`src/rtl/clce_pkg.sv`:
```
// Package: shared constants, codes and controller/datapath types for the list cursor engine.
`default_nettype none

package clce_pkg;

  localparam int NODES     = 256;
  localparam int WORD_BITS = 32;
  localparam int NODE_BITS = $clog2(NODES);
  localparam int CNT_BITS  = NODE_BITS + 1;

  typedef logic [WORD_BITS-1:0] word_t;
  typedef logic [NODE_BITS-1:0] node_t;
  typedef logic [CNT_BITS-1:0]  cnt_t;

  // Command codes on the input channel
  localparam logic CMD_INSERT = 1'b0;
  localparam logic CMD_REMOVE = 1'b1;

  // Result status codes
  typedef enum logic [1:0] {
    ST_DONE     = 2'd0,
    ST_IGNORED  = 2'd1,
    ST_FULL     = 2'd2,
    ST_LAST_OUT = 2'd3
  } status_t;

  // Operation class, decided when a transaction is accepted
  typedef enum logic [2:0] {
    OP_INS_FIRST = 3'd0,
    OP_INS_LINK  = 3'd1,
    OP_INS_FULL  = 3'd2,
    OP_RM_EMPTY  = 3'd3,
    OP_RM_LAST   = 3'd4,
    OP_RM_LINK   = 3'd5
  } op_t;

  // Controller to datapath
  typedef struct packed {
    logic rd;      // issue link and free stack reads at the cursor
    logic link;    // first write phase
    logic commit;  // second write phase, state update, result load
    op_t  op;
  } dp_cmd_t;

  // Datapath to controller
  typedef struct packed {
    logic empty;
    logic single;
    logic can_alloc;
  } dp_stat_t;

endpackage

`default_nettype wire

```
`src/rtl/clce_ctrl.sv`:
```
// Controller: sequences each transaction through read, link and commit phases.
`default_nettype none

module clce_ctrl (
  input  wire logic               clk,
  input  wire logic               rst,
  input  wire logic               in_valid,
  input  wire logic               in_cmd,
  output logic                    in_ready,
  output logic                    out_valid,
  input  wire logic               out_ready,
  input  wire clce_pkg::dp_stat_t stat,
  output clce_pkg::dp_cmd_t       dcmd
);
  import clce_pkg::*;

  typedef enum logic [2:0] {
    S_IDLE = 3'b001,
    S_LINK = 3'b010,
    S_FIN  = 3'b100
  } state_t;

  state_t state, state_next;
  op_t    op, op_dec;
  logic   fire;
  logic   commit;

  // No transaction is taken while reset is held
  assign in_ready = (state == S_IDLE) && !rst;
  assign fire     = in_valid && in_ready;
  assign commit   = (state == S_FIN) && (!out_valid || out_ready);

  // Classify the incoming transaction from the current list status
  always_comb begin
    if (in_cmd == CMD_INSERT) begin
      if (!stat.can_alloc)  op_dec = OP_INS_FULL;
      else if (stat.empty)  op_dec = OP_INS_FIRST;
      else                  op_dec = OP_INS_LINK;
    end else begin
      if (stat.empty)       op_dec = OP_RM_EMPTY;
      else if (stat.single) op_dec = OP_RM_LAST;
      else                  op_dec = OP_RM_LINK;
    end
  end

  // Next state
  always_comb begin
    state_next = state;
    unique case (state)
      S_IDLE: if (fire) state_next = S_LINK;
      S_LINK: state_next = S_FIN;
      S_FIN:  if (commit) state_next = S_IDLE;
      default: state_next = S_IDLE;
    endcase
  end

  always_ff @(posedge clk) begin
    if (rst) begin
      state     <= S_IDLE;
      out_valid <= 1'b0;
    end else begin
      state <= state_next;
      if (commit)         out_valid <= 1'b1;
      else if (out_ready) out_valid <= 1'b0;
    end
  end

  always_ff @(posedge clk) begin
    if (fire) op <= op_dec;
  end

  assign dcmd.rd     = fire;
  assign dcmd.link   = (state == S_LINK);
  assign dcmd.commit = commit;
  assign dcmd.op     = op;

  // A commit always presents a result on the next cycle
  a_commit_valid: assert property (@(posedge clk) disable iff (rst)
    commit |=> out_valid) else $error("result not presented after commit");

  // A pending result that is not taken blocks the commit
  a_no_overwrite: assert property (@(posedge clk) disable iff (rst)
    (out_valid && !out_ready) |-> !commit) else $error("result overwritten");

  // Link phase only follows an accepted transaction
  a_link_after_fire: assert property (@(posedge clk) disable iff (rst)
    (state == S_LINK) |-> $past(fire)) else $error("link phase without transaction");

endmodule

`default_nettype wire

```
`config.mk`:
```
export PLATFORM = sky130hd
export DESIGN_NAME = clce_ctrl
export DESIGN_NICKNAME = d
export VERILOG_FILES = /design/src/rtl/clce_pkg.sv /design/src/rtl/clce_ctrl.sv
export SDC_FILE = /design/constraint.sdc
export NUM_CORES = 1
export LEC_CHECK = 0
export ABC_AREA = 1
export BUFFER_PORTS_ARGS = -buffer_cell sky130_fd_sc_hd__buf_2
export CAP_MARGIN = 5
export CORE_AREA = 2 2 39 41
export DETAILED_ROUTE_END_ITERATION = 8
export DIE_AREA = 0 0 41 43
export PLACE_DENSITY = 0.51
export RECOVER_POWER = 50
export SYNTH_ARGS = -nofsm -noshare
export SYNTH_HDL_FRONTEND = slang
export SYNTH_SLANG_ARGS = --single-unit
```
`constraint.sdc`:
```
create_clock -name clk -period 1.6 [get_ports clk]
set_input_delay 0.32 -clock clk [delete_from_list [all_inputs] [get_ports clk]]
set_output_delay 0.32 -clock clk [all_outputs]
set_load 0.03 [all_outputs]
```
==> results of run 1 <==
==> layer usage <==
layer  wire [um]  up-vias
li1            -      167
met1         309      132
met2         280       11
met3          41        5
met4          29        0
met5           0        -
==> through the flow <==
step	hold WS, ns	instance area [sq um]	power, W
after floorplan	0.3869	335.3	0.0002658
after CTS	0.3148	449.2	0.0004597
final	0.3303	452.9	0.0004529
after detailed placement	0.5417	422.9	0.0002937
after global routing	0.3326	452.9	0.0004844
after global placement	0.5496	422.9	0.0002939
==> power by group through the flow <==
stage	clock (W)	combinational [W]	sequential (W)
finish	0.000161	0.0000881	0.000204
global route	0.000180	0.0000990	0.000205
CTS	0.000168	0.0000872	0.000204
detailed placement	0	0.0000861	0.000208
global placement	0	0.0000864	0.000207
floorplan	0	0.0000504	0.000215
==> critical path: stages (launching register included) <==
cell and delay (ns):
dfxtp_1 0.33, nor2_1 0.10, nand2_1 0.12, nor3_2 0.16, buf_4 0.19
==> registers in the layout (all words and copies together) (netlist names) <==
register	cells
op	3
out_valid	1
state	3
==> logic make-up after synthesis <==
logic type,Yosys count
simple gates,19
compound gates,6
flops,7
buf+inv,10
==> cell type report <==
cell class | count | share of cell area
multi-input combinational | 25 | 0.2762
inverter | 8 | 0.06630
sequential | 7 | 0.3757
clock buffer | 4 | 0.05801
timing repair buffer | 16 | 0.1796
tap | 16 | 0.04420
==> synth_stat cells, drive strengths merged <==
master	n	area (sq um)
a21oi	5	25.02
buf	2	15.01
dfxtp	4	80.08
edfxtp	3	90.09
inv	8	30.03
nand2	5	18.77
nand3	3	15.01
nor2	9	46.29
nor3	2	10.01
o21ai	1	5.000
==> worst paths after layout <==
| kind | depth (start not counted) | slack, ns | end |
|---|---|---|---|
| worst min-delay path | 2 | 0.33 | out_valid |
| worst min register to register | 2 | 0.56 | state[2] |
| worst max register to register | 4 | 0.47 | op[2] |
| worst max-delay path | 4 | 0.14 | dcmd[5] |
==> impl_metrics.toml, run 1 <==
[finish]
fill_cells = 161
drive_above_1_share = 0.3333
nNetsFinal = 69
final_common_cell = "buf_2"
final_cell_count_no_fill = 76
diodes = 0
layout_common_cells = "buf_2 (11), inv_1 (8), nor2_1 (6), nand2_1 (5), a21oi_1 (5)"
syn_to_final_growth_pct = 35.07
utilization = 0.3273
register_area_sq_um = 170.2
multi_input_area_sq_um = 125.1

[synthesis]
synth.area.mux_share = 0
synthCells = 42
synthSimpleGateAreaFrac = 0.2687
synth_top_family_by_area = "simple AND/OR/NAND/NOR gates"
syn_area_per_cell_sq_um = 7.984
syn_nets = 50
seq_area_frac_synth = 0.5075
synth_compound_area_frac = 0.08955
yosysWarnings = 0
synthAdderAreaFrac = 0
ys_types = 12
ys_ff_latch = 7
synth.cell_area_sq_um = 335.3
synth_xor_area_frac = 0

[clocking]
clock_latency_ns = 0.25
ctsHoldBuffers = 0
clockBufferDepth = 2
cts.htree.levels = 1
cts_buffers = 3
cts_tree = "built"
cts_root_buffer = "clkbuf_4"
clock_sinks = 7
cts_resized = 0
post_cts_buffers = 0
path_clk_slew_ns = 0.05

[sta]
finClkSkew_ns = 0.001852
maxSlewHeadroom = 0.7549
grt_setup_unrepaired = "no"
post-route-worst-setup-slack_ns = 0.1428
max_freq_mhz = 686.2
finalHoldViolCount = 0
slew_viol_final = 0
fin_crit_sh = 0.9108
setup_viol_count_final = 0
fin_tns_setup_ns = 0
layout_min_cycle_time_ns = 1.457
worst_slew_pin_slew_ns = 0.3692

[global_routing]
grt-ovfl-total = 0
grt_antenna_before_repair = 0
grt_pass1_wl_um = 1069
globalRouteTotalUtil = 0.09980
met1_usage = 0.1270
grt_pass1_vias = 245
top_usage_layer = "met1"
grt_use_met3 = 0.06283
grt_max_degree = 8
use_met2 = 0.1031

[detailed_routing]
dr.pass1.iters = 4
ant_nets = 0
vias_per_cell = 4.145
drt_iter0_markers = 4
vias = 315
drcViolationCount = 0
drt-total-wl_um = 660
wl_per_cell_um = 8.684

[placement]
placed_cells = 72
dp_hpwl_um = 498
preCtsSetupSlack_ns = 0.3423
gp_congestion = 0.6797
portBuffers = 15

[setup_path]
r2r-start = "state[1]"
worstPathArrival_ns = 1.14
critPathLaunchType = "register"
worstPathRequired_ns = 1.28
critPathKind = "register to output pin"
crit_fanout = 4
startpoint = "state[1]"
end_kind = "output pin"

[power]
p_sw_frac = 0.2857
p_int_w = 0.0003235
ir_worst_vdd_mv = 0.3288
p_leak_nw = 0.2253
combPwrFrac = 0.194
p_per_area_nw_per_um2 = 999.9
seq_power_share = 0.451
p_sw_w = 0.0001294
p_clk_frac = 0.355

[die]
rows = 14
die_w_um = 41
start_util = 0.2423
die_y_um = 43
num_io_pins = 16
die-area_sq_um = 1763
core_sq_um = 1384

[run_status]
status = "completed"

[worst_hold_path]
hold_class = "input pin to register"
hp-start = "rst"

[flow_run]
cap_violations = 0
Power figures use the tool's default switching activity.
==> run 2: changes to the inputs <==
Settings changed: GPL_TIMING_DRIVEN set to 0.
==> impl_metrics.toml, run 2 (synthesized netlist as in run 1, its figures left out) <==
[sta]
fin_crit_sh = 0.9570
max_freq_mhz = 653.1
layout_min_cycle_time_ns = 1.531
finalHoldViolCount = 0
grt_setup_unrepaired = "no"
maxSlewHeadroom = 0.7597
slew_viol_final = 0
finClkSkew_ns = 0.006034
worst_slew_pin_slew_ns = 0.3620
setup_viol_count_final = 0

[worst_hold_path]
hold_class = "input pin to register"
hp-start = "rst"

[setup_path]
critPathKind = "register to output pin"
cp-endpoint = "dcmd[5]"
end_kind = "output pin"
reg2reg_slack_ns = 0.47
critPathLaunchType = "register"
r2r-start = "state[1]"
crit_fanout = 4
r2r-end = "op[1]"
worstPathArrival_ns = 1.21
rr_worst_depth = 4
worstPathRequired_ns = 1.28
startpoint = "state[1]"

[flow_run]
cap_violations = 0

[detailed_routing]
wl_per_cell_um = 9.127
drt-total-wl_um = 721
ant_nets = 0
drcViolationCount = 0
drt_iter0_markers = 10
dr.pass1.iters = 4
vias_per_cell = 4.253
vias = 336

[die]
core_sq_um = 1384
die_y_um = 43
rows = 14
die_w_um = 41
die-area_sq_um = 1763
start_util = 0.2423
num_io_pins = 16

[global_routing]
globalRouteTotalUtil = 0.09869
grt_pass1_wl_um = 1083
grt_pass1_vias = 284
grt-ovfl-total = 0
grt_antenna_before_repair = 0
grt_max_degree = 8

[placement]
gp_congestion = 0.6151
dp_hpwl_um = 550.2
portBuffers = 15
place_area_sq_um = 430.4
placed_cells = 73

[clocking]
clock_sinks = 7
cts_tree = "built"
clockBufferDepth = 2
cts.htree.levels = 1
cts_buffers = 3
cts_root_buffer = "clkbuf_4"
clock_latency_ns = 0.25
path_clk_slew_ns = 0.06

[finish]
final_area_sq_um = 483.0
final_common_cell = "buf_2"
utilization = 0.3490
reg_top3 = "op x3, state x3, out_valid x1"
register_area_sq_um = 171.4
fill_cells = 153
diodes = 0
final_cell_count_no_fill = 79
syn_to_final_growth_pct = 44.03
drive_above_1_share = 0.4286
layout_common_cells = "buf_2 (13), inv_1 (8), nor2_1 (6), a21oi_1 (5)"
nNetsFinal = 72
multi_input_area_sq_um = 128.9

[power]
power_w = 0.0004744
p_per_area_nw_per_um2 = 982.4
p_leak_nw = 0.2486
ir_worst_vdd_mv = 0.2865

[run_status]
status = "completed"
==> run 2: worst min-delay path by stage <==
stage / cells after the start / to
global route: 2 / out_valid
CTS: 2 / out_valid
finish: 2 / out_valid
global placement: 2 / state[2]
floorplan: 1 / out_valid
detailed placement: 2 / state[2]
==> run 2: through the flow <==
| stage | setup TNS [ns] | hold WS (ns) | setup slack (ns) |
|---|---|---|---|
| 2_1_floorplan | 0 | 0.3869 | 0.2270 |
| 3_5_place_dp | -0.08318 | 0.5485 | -0.08318 |
| 3_3_place_gp | -0.04319 | 0.5566 | -0.04319 |
| 6_report | 0 | 0.3381 | 0.06879 |
| 5_1_grt | 0 | 0.3492 | 0.003447 |
| 4_1_cts | 0 | 0.3357 | 0.004558 |
==> run 2: final cells by class <==
cell class / instances / share of cell area
sequential: 7 / 0.3549
inverter: 8 / 0.06218
clock buffer: 4 / 0.05440
buffer: 2 / 0.03109
tap: 16 / 0.04145
multi-input combinational: 25 / 0.2668
timing repair buffer: 17 / 0.1891
==> run 2: metal layers <==
metal,track usage,up-vias,part of all wire
met4,0.08000,0,0.032
met5,0,-,0
met1,0.1039,146,0.42
met3,0.03141,4,0.067
met2,0.1500,14,0.48
li1,-,172,-
==> run 2: timing repair <==
item / 4_1_cts / 5_1_grt
endpoints found under the setup margin: 1 / 2
resized for setup: 4 / 2
pin swaps: 2 / 2
setup buffers: 2 / 0
hold buffers: 0 / 0
==> run 2: worst max-delay path: stages (launching register included) <==
cell	delay, ns
dfxtp_2	0.33
nor2_1	0.12
nand2_2	0.09
nor3_4	0.14
buf_4	0.13
buf_4	0.14
==> run 2: power breakdown <==
group	leakage [nW]	internal, W	switching, W
Combinational	0.173	0.0000401	0.0000609
Sequential	0.0609	0.000198	0.00000815
Clock	0.0150	0.0000956	0.0000714
